<file path="config.mk">
export PLATFORM = sky130hd
export DESIGN_NAME = integer_to_text_formatter_top
export DESIGN_NICKNAME = d
export VERILOG_FILES = /design/src/rtl/core/itf_pkg.sv /design/src/rtl/core/itf_bcd_cell.sv /design/src/rtl/core/itf_bcd_chain.sv /design/src/rtl/core/integer_to_text_formatter_top.sv
export SDC_FILE = /design/constraint.sdc
export NUM_CORES = 1
export LEC_CHECK = 0
export BUFFER_PORTS_ARGS = -buffer_cell sky130_fd_sc_hd__buf_2
export CORE_UTILIZATION = 65
export DETAILED_ROUTE_END_ITERATION = 10
export MAX_ROUTING_LAYER = met4
export PLACE_DENSITY = 0.89
export SYNTH_ARGS = -nofsm -noshare
export SYNTH_HDL_FRONTEND = slang
export SYNTH_SLANG_ARGS = --single-unit
export TNS_END_PERCENT = 50
</file>
<file path="constraint.sdc">
create_clock -name clk -period 5.3 [get_ports clk]
set_clock_uncertainty 0.1 [all_clocks]
set_input_delay 0.53 -clock clk [delete_from_list [all_inputs] [get_ports clk]]
set_output_delay 0.53 -clock clk [all_outputs]
set_load 0.005 [all_outputs]
</file>
<file path="src/rtl/core/itf_pkg.sv">
// ----------------------------------------------------------------------------
// itf_pkg
// Types, codes and constants shared by the integer-to-text formatter.
// ----------------------------------------------------------------------------
package itf_pkg;

	// Longest binary field and number of decimal digit cells.
	localparam int MAX_WIDTH  = 32;
	localparam int DEC_DIGITS = 10;

	// Counter wide enough for MAX_WIDTH, for the bit count 31 and for the 6-bit width field.
	localparam int WW   = $clog2(MAX_WIDTH + 1);
	localparam int CNTW = (WW > 6) ? WW : 6;
	localparam int NW   = $clog2(DEC_DIGITS + 1);

	// Base selector codes; the unused code renders as hexadecimal.
	localparam logic [1:0] KIND_BIN = 2'd0;
	localparam logic [1:0] KIND_DEC = 2'd1;
	localparam logic [1:0] KIND_HEX = 2'd2;

	// ASCII constants.
	localparam logic [6:0] CH_ZERO    = 7'h30;
	localparam logic [6:0] CH_SPACE   = 7'h20;
	localparam logic [6:0] CH_HEX_OFS = 7'h57;

	typedef struct packed {
		logic [31:0] value;
		logic [1:0]  kind;
		logic [5:0]  width;
	} item_t;

	typedef struct packed {
		logic [6:0] character;
		logic       last;
	} result_t;

	typedef enum logic [1:0] {
		OP_HOLD,
		OP_CLEAR,
		OP_DABBLE,
		OP_SHIFT
	} cell_op_t;

	typedef struct packed {
		cell_op_t op;
		logic     bit_in;
	} chain_ctl_t;

	typedef struct packed {
		logic [3:0] top_digit;
		logic       carry;
	} chain_sts_t;

	typedef enum logic [2:0] {
		ST_IDLE,
		ST_CONV,
		ST_SKIP,
		ST_PAD,
		ST_DEC,
		ST_BIN,
		ST_HEX
	} state_t;

endpackage

</file>
<file path="src/rtl/core/itf_bcd_cell.sv">
// ----------------------------------------------------------------------------
// itf_bcd_cell
// One decimal digit of the conversion chain: shift-and-add-3 step, digit move, clear or hold.
module itf_bcd_cell (
	input  logic              clk,
	input  itf_pkg::cell_op_t op,
	input  logic              bit_in,
	input  logic [3:0]        digit_in,
	output logic [3:0]        digit,
	output logic              carry_out
);

	logic [3:0] digit_q;
	logic [3:0] adj;

	// Digits of five or more get three added so that the doubling carries in decimal.
	always_comb begin
		adj       = (digit_q >= 4'd5) ? digit_q + 4'd3 : digit_q;
		carry_out = adj[3];
	end

	always_ff @(posedge clk) begin
		unique case (op)
			itf_pkg::OP_HOLD:   digit_q <= digit_q;
			itf_pkg::OP_CLEAR:  digit_q <= 4'd0;
			itf_pkg::OP_DABBLE: digit_q <= {adj[2:0], bit_in};
			itf_pkg::OP_SHIFT:  digit_q <= digit_in;
		endcase
	end

	assign digit = digit_q;

endmodule

</file>
<file path="src/rtl/core/itf_bcd_chain.sv">
// ----------------------------------------------------------------------------
// itf_bcd_chain
// Row of digit cells; bits enter at the low end, digits leave at the high end.
// ----------------------------------------------------------------------------
module itf_bcd_chain (
	input  logic                clk,
	input  itf_pkg::chain_ctl_t ctl,
	output itf_pkg::chain_sts_t sts
);

	logic [3:0] digit [itf_pkg::DEC_DIGITS];
	logic       carry [itf_pkg::DEC_DIGITS];

	for (genvar i = 0; i < itf_pkg::DEC_DIGITS; i++) begin : g_cell
		logic       bit_in;
		logic [3:0] digit_in;

		if (i == 0) begin : g_low
			assign bit_in   = ctl.bit_in;
			assign digit_in = 4'd0;
		end else begin : g_mid
			assign bit_in   = carry[i-1];
			assign digit_in = digit[i-1];
		end

		itf_bcd_cell u_cell (
			.clk       (clk),
			.op        (ctl.op),
			.bit_in    (bit_in),
			.digit_in  (digit_in),
			.digit     (digit[i]),
			.carry_out (carry[i])
		);
	end

	// A carry out of the top cell means the value has more digits than the row keeps.
	assign sts.top_digit = digit[itf_pkg::DEC_DIGITS-1];
	assign sts.carry     = carry[itf_pkg::DEC_DIGITS-1];

endmodule

</file>
<file path="src/rtl/core/integer_to_text_formatter_top.sv">
// ----------------------------------------------------------------------------
// integer_to_text_formatter_top
// Renders a 32-bit unsigned value as binary, decimal or hex ASCII, one
// character per cycle.
//
//   channel  | handshake            | payload
//   ---------+----------------------+---------------------------------
//   input    | start / busy         | item   : value, kind, width
//   output   | strobe (one cycle)   | result : character, last
//
// Binary and hex items stay busy while sending; hex gives at most 8 digits.
// Decimal items first run through the BCD cell chain (one value bit per
// cycle), then suppress leading zeros, keeping at least one digit, then
// send max(width, digit count) characters, spaces first, one per cycle.
// Reset clears the controller only. Results cannot be stalled by the receiver.
// ----------------------------------------------------------------------------
module integer_to_text_formatter_top (
	input  logic             clk,
	input  logic             arst_n,
	input  logic             start,
	output logic             busy,
	input  itf_pkg::item_t   item,
	output logic             strobe,
	output itf_pkg::result_t result
);

	localparam int CNTW = itf_pkg::CNTW;
	localparam int NW   = itf_pkg::NW;

	itf_pkg::state_t     state_q, state_d;
	logic [31:0]         value_q, value_d;
	logic [CNTW-1:0]     cnt_q, cnt_d;
	logic [CNTW-1:0]     width_q, width_d;
	logic [NW-1:0]       nd_q, nd_d;
	logic                ovf_q, ovf_d;
	itf_pkg::chain_ctl_t ctl;
	itf_pkg::chain_sts_t sts;

	logic [CNTW-1:0] w_ext, w_clip, w_hex, nd_ext, pad;
	logic [3:0]      nib;
	logic            bin_bit;

	itf_bcd_chain u_chain (
		.clk (clk),
		.ctl (ctl),
		.sts (sts)
	);

	always_comb begin
		w_ext   = CNTW'(item.width);
		w_clip  = (w_ext > CNTW'(itf_pkg::MAX_WIDTH)) ? CNTW'(itf_pkg::MAX_WIDTH) : w_ext;
		w_hex   = (w_clip > CNTW'(8)) ? CNTW'(8) : w_clip;
		nd_ext  = CNTW'(nd_q);
		pad     = (width_q > nd_ext) ? width_q - nd_ext : '0;
		nib     = value_q[{cnt_q[2:0], 2'b00} +: 4];
		bin_bit = (cnt_q < CNTW'(32)) ? value_q[cnt_q[4:0]] : 1'b0;
	end

	always_comb begin
		state_d    = state_q;
		value_d    = value_q;
		cnt_d      = cnt_q;
		width_d    = width_q;
		nd_d       = nd_q;
		ovf_d      = ovf_q;
		ctl.op     = itf_pkg::OP_HOLD;
		ctl.bit_in = value_q[31];
		strobe     = 1'b0;
		result     = '{character: itf_pkg::CH_SPACE, last: 1'b0};

		unique case (state_q)
			itf_pkg::ST_IDLE: begin
				if (start) begin
					value_d = item.value;
					width_d = w_clip;
					ovf_d   = 1'b0;
					unique case (item.kind)
						itf_pkg::KIND_BIN: begin
							cnt_d   = w_clip - CNTW'(1);
							state_d = (w_clip == '0) ? itf_pkg::ST_IDLE : itf_pkg::ST_BIN;
						end
						itf_pkg::KIND_DEC: begin
							ctl.op  = itf_pkg::OP_CLEAR;
							cnt_d   = CNTW'(31);
							state_d = itf_pkg::ST_CONV;
						end
						default: begin
							cnt_d   = w_hex - CNTW'(1);
							state_d = (w_hex == '0) ? itf_pkg::ST_IDLE : itf_pkg::ST_HEX;
						end
					endcase
				end
			end
			itf_pkg::ST_CONV: begin
				ctl.op  = itf_pkg::OP_DABBLE;
				value_d = {value_q[30:0], 1'b0};
				ovf_d   = ovf_q | sts.carry;
				cnt_d   = cnt_q - CNTW'(1);
				if (cnt_q == '0) begin
					nd_d    = NW'(itf_pkg::DEC_DIGITS);
					state_d = itf_pkg::ST_SKIP;
				end
			end
			itf_pkg::ST_SKIP: begin
				// Drop leading zeros one per cycle unless the value overflowed the row.
				if (!ovf_q && sts.top_digit == 4'd0 && nd_q > NW'(1)) begin
					ctl.op = itf_pkg::OP_SHIFT;
					nd_d   = nd_q - NW'(1);
				end else begin
					cnt_d   = pad;
					state_d = (pad == '0) ? itf_pkg::ST_DEC : itf_pkg::ST_PAD;
				end
			end
			itf_pkg::ST_PAD: begin
				strobe = 1'b1;
				cnt_d  = cnt_q - CNTW'(1);
				if (cnt_q == CNTW'(1)) begin
					state_d = itf_pkg::ST_DEC;
				end
			end
			itf_pkg::ST_DEC: begin
				strobe           = 1'b1;
				result.character = itf_pkg::CH_ZERO + 7'(sts.top_digit);
				result.last      = (nd_q == NW'(1));
				ctl.op           = itf_pkg::OP_SHIFT;
				nd_d             = nd_q - NW'(1);
				if (nd_q == NW'(1)) begin
					state_d = itf_pkg::ST_IDLE;
				end
			end
			itf_pkg::ST_BIN: begin
				strobe           = 1'b1;
				result.character = itf_pkg::CH_ZERO + 7'(bin_bit);
				result.last      = (cnt_q == '0);
				cnt_d            = cnt_q - CNTW'(1);
				if (cnt_q == '0) begin
					state_d = itf_pkg::ST_IDLE;
				end
			end
			itf_pkg::ST_HEX: begin
				strobe           = 1'b1;
				result.character = (nib >= 4'd10) ? itf_pkg::CH_HEX_OFS + 7'(nib)
				                                  : itf_pkg::CH_ZERO + 7'(nib);
				result.last      = (cnt_q == '0);
				cnt_d            = cnt_q - CNTW'(1);
				if (cnt_q == '0) begin
					state_d = itf_pkg::ST_IDLE;
				end
			end
			default: begin
				state_d = itf_pkg::ST_IDLE;
			end
		endcase
	end

	always_ff @(posedge clk or negedge arst_n) begin
		if (!arst_n) begin
			state_q <= itf_pkg::ST_IDLE;
		end else begin
			state_q <= state_d;
		end
	end

	always_ff @(posedge clk) begin
		value_q <= value_d;
		cnt_q   <= cnt_d;
		width_q <= width_d;
		nd_q    <= nd_d;
		ovf_q   <= ovf_d;
	end

	assign busy = (state_q != itf_pkg::ST_IDLE);

endmodule

</file>
### After elaboration in Yosys (flattened, before gate mapping)

Cells that the tools add are included.

| word-level totals | value |
|---|---|
| flip-flop bits (word level) | 92 |
| output and inout bits | 10 |
| logic and storage cells | 152 |

| operators by class | value |
|---|---|
| $add $sub $neg | 19 |
| order comparisons | 17 |
| eq/ne operators | 19 |
| shifts and indexed selects | 1 |
| mux-type cells | 55 |
| bitwise logic cells | 1 |
| reductions and logical operators | 24 |

Operators by type and width:

| cell | number |
|---|---|
| $pmux W4 S3 | 10 |
| $pmux W32 S2 | 1 |
| $mux W4 | 12 |
| $add A4 B2 Y4 const B | 10 |
| $ge A4 B3 Y1 const B | 10 |
| $mux W32 | 1 |
| $shiftx A32 B6 Y4 | 1 |
| $mux W6 | 5 |
| $mux W3 | 9 |
| $logic_not A6 Y1 | 4 |
| $pmux W8 S3 | 1 |
| $pmux W3 S6 | 1 |
| $pmux W6 S3 | 1 |
| $sub A6 B1 Y6 const B | 3 |
| $add A6 B4 Y7 const A | 2 |
| $ne A2 B2 Y1 const B | 6 |
| $pmux W6 S2 | 1 |
| $eq A3 B3 Y1 const B | 3 |
| $reduce_bool A3 Y1 | 3 |
| $pmux W2 S4 | 1 |
| $pmux W4 S2 | 1 |
| $reduce_or A4 Y1 | 2 |
| $add A6 B1 Y7 const A | 1 |
| $add A7 B4 Y7 const A | 1 |
| 33 further kinds | 46 |

### Longest topological paths before layout

| depth | value |
|---|---|
| word-level depth | 9 |
| gate-level depth with buffers | 10 |

### Hierarchy

From an unflattened synthesis, not the netlist that was laid out.

| second synthesis, totals | value |
|---|---|
| cell total of the unflattened synthesis | 623 |
| area total of the unflattened synthesis | 6678.9 um2 |

Modules (own cells, without submodules):

| module | times used | cells an instance | area an instance (um2) |
|---|---|---|---|
| integer_to_text_formatter_top | 1 | 332 | 3684.8 |
| itf_bcd_cell | 10 | 29 | 299.0 |
| itf_bcd_chain | 1 | 1 | 3.8 |

### Worst setup path after synthesis

Ideal clock, no wire load.

| timing path | value |
|---|---|
| kind | reg2out |
| start point | reg cnt_q[0] |
| end point | out result[2] (netlist name) |
| arrival time | 2.461 ns |
| required time | 4.670 ns |
| slack | 2.209 ns |
| cell stages (with the launch flop) | 10 |
| path buffers | 1 |
| cells stage by stage | edfxtp_1 -> buf_6 -> mux4_2 -> mux2i_1 -> ha_1 -> nor4_1 -> a311o_2 -> nor2_1 -> a21oi_1 -> a211oi_1 |

RTL lines:

| item | line | text |
|---|---|---|
| start: declaration | integer_to_text_formatter_top.sv:32 | `logic [CNTW-1:0] cnt_q, cnt_d;` |
| start signal: assignment | integer_to_text_formatter_top.sv:166 | `cnt_q <= cnt_d;` |
| end: declaration | integer_to_text_formatter_top.sv:24 | `output itf_pkg::result_t result` |

==> impl_results.md <==
* Area contributors post-synth: edfxtp_1, ha_1, mux4_2
* F_max at between 200 and 250 MHz
* Final setup vio count at 0
* Synth-to-Final Area Change at 8.87%
* Routed WL at 13200 um
* Overall Power at 0.00452 W
* Crit path kind: flop to output port
* Total Routing Usage GR at 29.5%
* TritonCTS buffer count at 9
* Grt total ovfl at 0
* Crit path required time at 4670 ps
* Row count at 35
* Top delay family on crit path: multiplexers
* CP Launch Type: flop
* Synth Flop Type: edfxtp_1
* Vias in the first global route at about 4600
* Final setup TNS at 0 ps
* Worst Path Max Fanout at 16
* CORE AREA at 0.00924 mm2
* Slowest stage cell, crit path: edfxtp_1
* Yosys warns at 0
* Slew margin rel. at 48.3%
* Routability Congestion at 0.910
* Vias at about 4800
* Reg clk slew, reported paths at ~100 ps
* # diodes at 0
* Final hold vios at 0
* Worst-Skew Late Latency at 370 ps
* Via density per instance at between 6 and 7
* Avg Cell Area, Syn at 10.4 um2
* DIE WIDTH at between 90 and 100 um
* Yosys top cell area share at 43.2%
* Most frequent cells in the layout: edfxtp_1, o21ai_0, a21oi_1, nand2_1, buf_2
* Leakage at 2.52 nW
* Final Max Slew Viols at 0
* Share of cells above drive strength 1 at 19.8%
* Sink Count at 92
* Yosys reg bits at 92
* Port bufs at 52
* Synthesized instance count at 594
* Starting Density at 66.9%
* H-tree levels at 3
* Post-synthesis cell area at 0.00618 mm2
* Post-cts gate resize count at 0
* CTS tree: done
* Commonest non-fill, non-tap cell in the layout: edfxtp_1
* Sequential element share of the synthesized area at ~44%
* EDFF count, synth at 89
* Synth cell types at 53
* Post-synth top area cell: edfxtp_1
* Min-delay worst type: input pin to flop
* Avg WL per Cell at about 17 um
* Worst setup EP type: output port
* Postcts setup bufs at 0
* Worst vdd ir at 0.000385 V
* Crit-path cells: mux4_2 -> mux2i_1 -> ha_1 -> nor4_1 -> a311o_2 -> nor2_1 -> a21oi_1 -> a211oi_1 -> buf_2
* Largest net degree at the start of global routing at 51
* Synth async-reset ratio at 3.26%
* Max Cap Violations at 0
* Ports at between 50 and 60
* Root Driver: clkbuf_8
* Hpwl dp at 9570 um
* Drt pass-1 iters at 5
* ANT nets after route at 0
* Status: complete, no violations
* DRC violations left at 0
* WP buf/inv at 1
* CP arrival at approximately 3800 ps
* Syn Nets at between 600 and 700
* Worst-margin pin slew at 775 ps
* Final #Nets at 716
* Initial antenna violation count at 0
* Min Tclk post-route at 4380 ps
* RSZ-0062 raised after global routing: no
* Die ar. at 0.00990 mm2
* PwrDens at roughly 670 mW/mm2
* Final period util at slightly above 80%
* DRT iter0 DRCs at 297
* First-pass GRT wire length at 22100 um
* Crit path largest cell delay at 850 ps
* Die Ht at 99.5 um
* CTS Buffer Depth at 2
* Post-CTS Hold Fix Bufs at 1
==> through the flow <==
stage	instances	util (%)	setup slack, ps	cell area [um2]	hold slack (ps)
after floorplan	594	-	2210	6180	134
after global placement	757	70.8	1450	6540	230
after detailed placement	757	70.8	1380	6540	230
after CTS	774	72.8	951	6730	348
after global routing	774	72.8	659	6730	349
final	774	72.8	920	6730	357
==> sequential cells by signal (all words and copies together) (netlist names) <==
register and count:
cnt_q 6, nd_q 4, ovf_q 1, state_q 3, u_chain.g_cell.u_cell.digit 40, value_q 32, width_q 6
==> power breakdown <==
group	switching, W	internal [W]	leakage, nW	total, W
clock network	0.000267	0.000173	0.0853	0.000440
registers	0.000452	0.00136	0.889	0.00181
logic	0.00126	0.00101	1.54	0.00227
==> final cells by class <==
cell class | count | area (um2)
Inverter | 40 | 150
Timing Repair Buffer | 58 | 308
Fill cell | 631 | 2510
Clock buffer | 9 | 124
Sequential cell | 92 | 2750
Clock inverter | 7 | 50.0
Multi-Input combinational cell | 439 | 3190
Tap cell | 129 | 161
==> cell usage after synthesis, drive strengths merged, types with 10 or more instances <==
cell	instances
o21ai	59
nor2	46
nand2b	20
a21oi	52
inv	40
clkbuf	14
xnor2	17
mux4	16
nand2	54
nor3b	20
ha	32
mux2	31
nor3	10
edfxtp	89
==> routing by layer <==
layer | GRT usage (%) | vias to the layer above | wire (um)
li1 | - | 2279 | -
met3 | 4.78 | 33 | 770
met1 | 37.6 | 2292 | 5600
met2 | 48.7 | 168 | 6560
met4 | 9.28 | 0 | 239
met5 | - | - | 0
==> logic make-up after synthesis <==
family | share of synthesized area, %
buffers and inverters | 4.05
and+or+nand+nor | 15.1
adders and majority gates | 6.80
AOI/OAI and AO/OA | 13.7
xor gates and xnor gates | 2.98
muxes | 12.9
DFF | 44.5
==> final timing paths <==
kind | from | to | slack [ps] | cells after the start
worst max-delay path | cnt_q[0]$_DFFE_PP_ | result[2] | 920 | 9
worst min-delay path | item[16] | value_q[8]$_DFFE_PP_ | 360 | 2
worst max register to register | u_chain.g_cell[9].u_cell.digit[0]$_DFFE_PP_ | u_chain.g_cell[1].u_cell.digit[0]$_DFFE_PP_ | 2130 | 10
worst min register to register | ovf_q$_SDFFCE_PN0P_ | ovf_q$_SDFFCE_PN0P_ | 500 | 2
max in group asynchronous | arst_n | state_q[0]$_DFFE_PN0P_ | 4620 | 2
min in group asynchronous | arst_n | state_q[1]$_DFFE_PN0P_ | 380 | 2
Power figures use the tool's default switching activity.
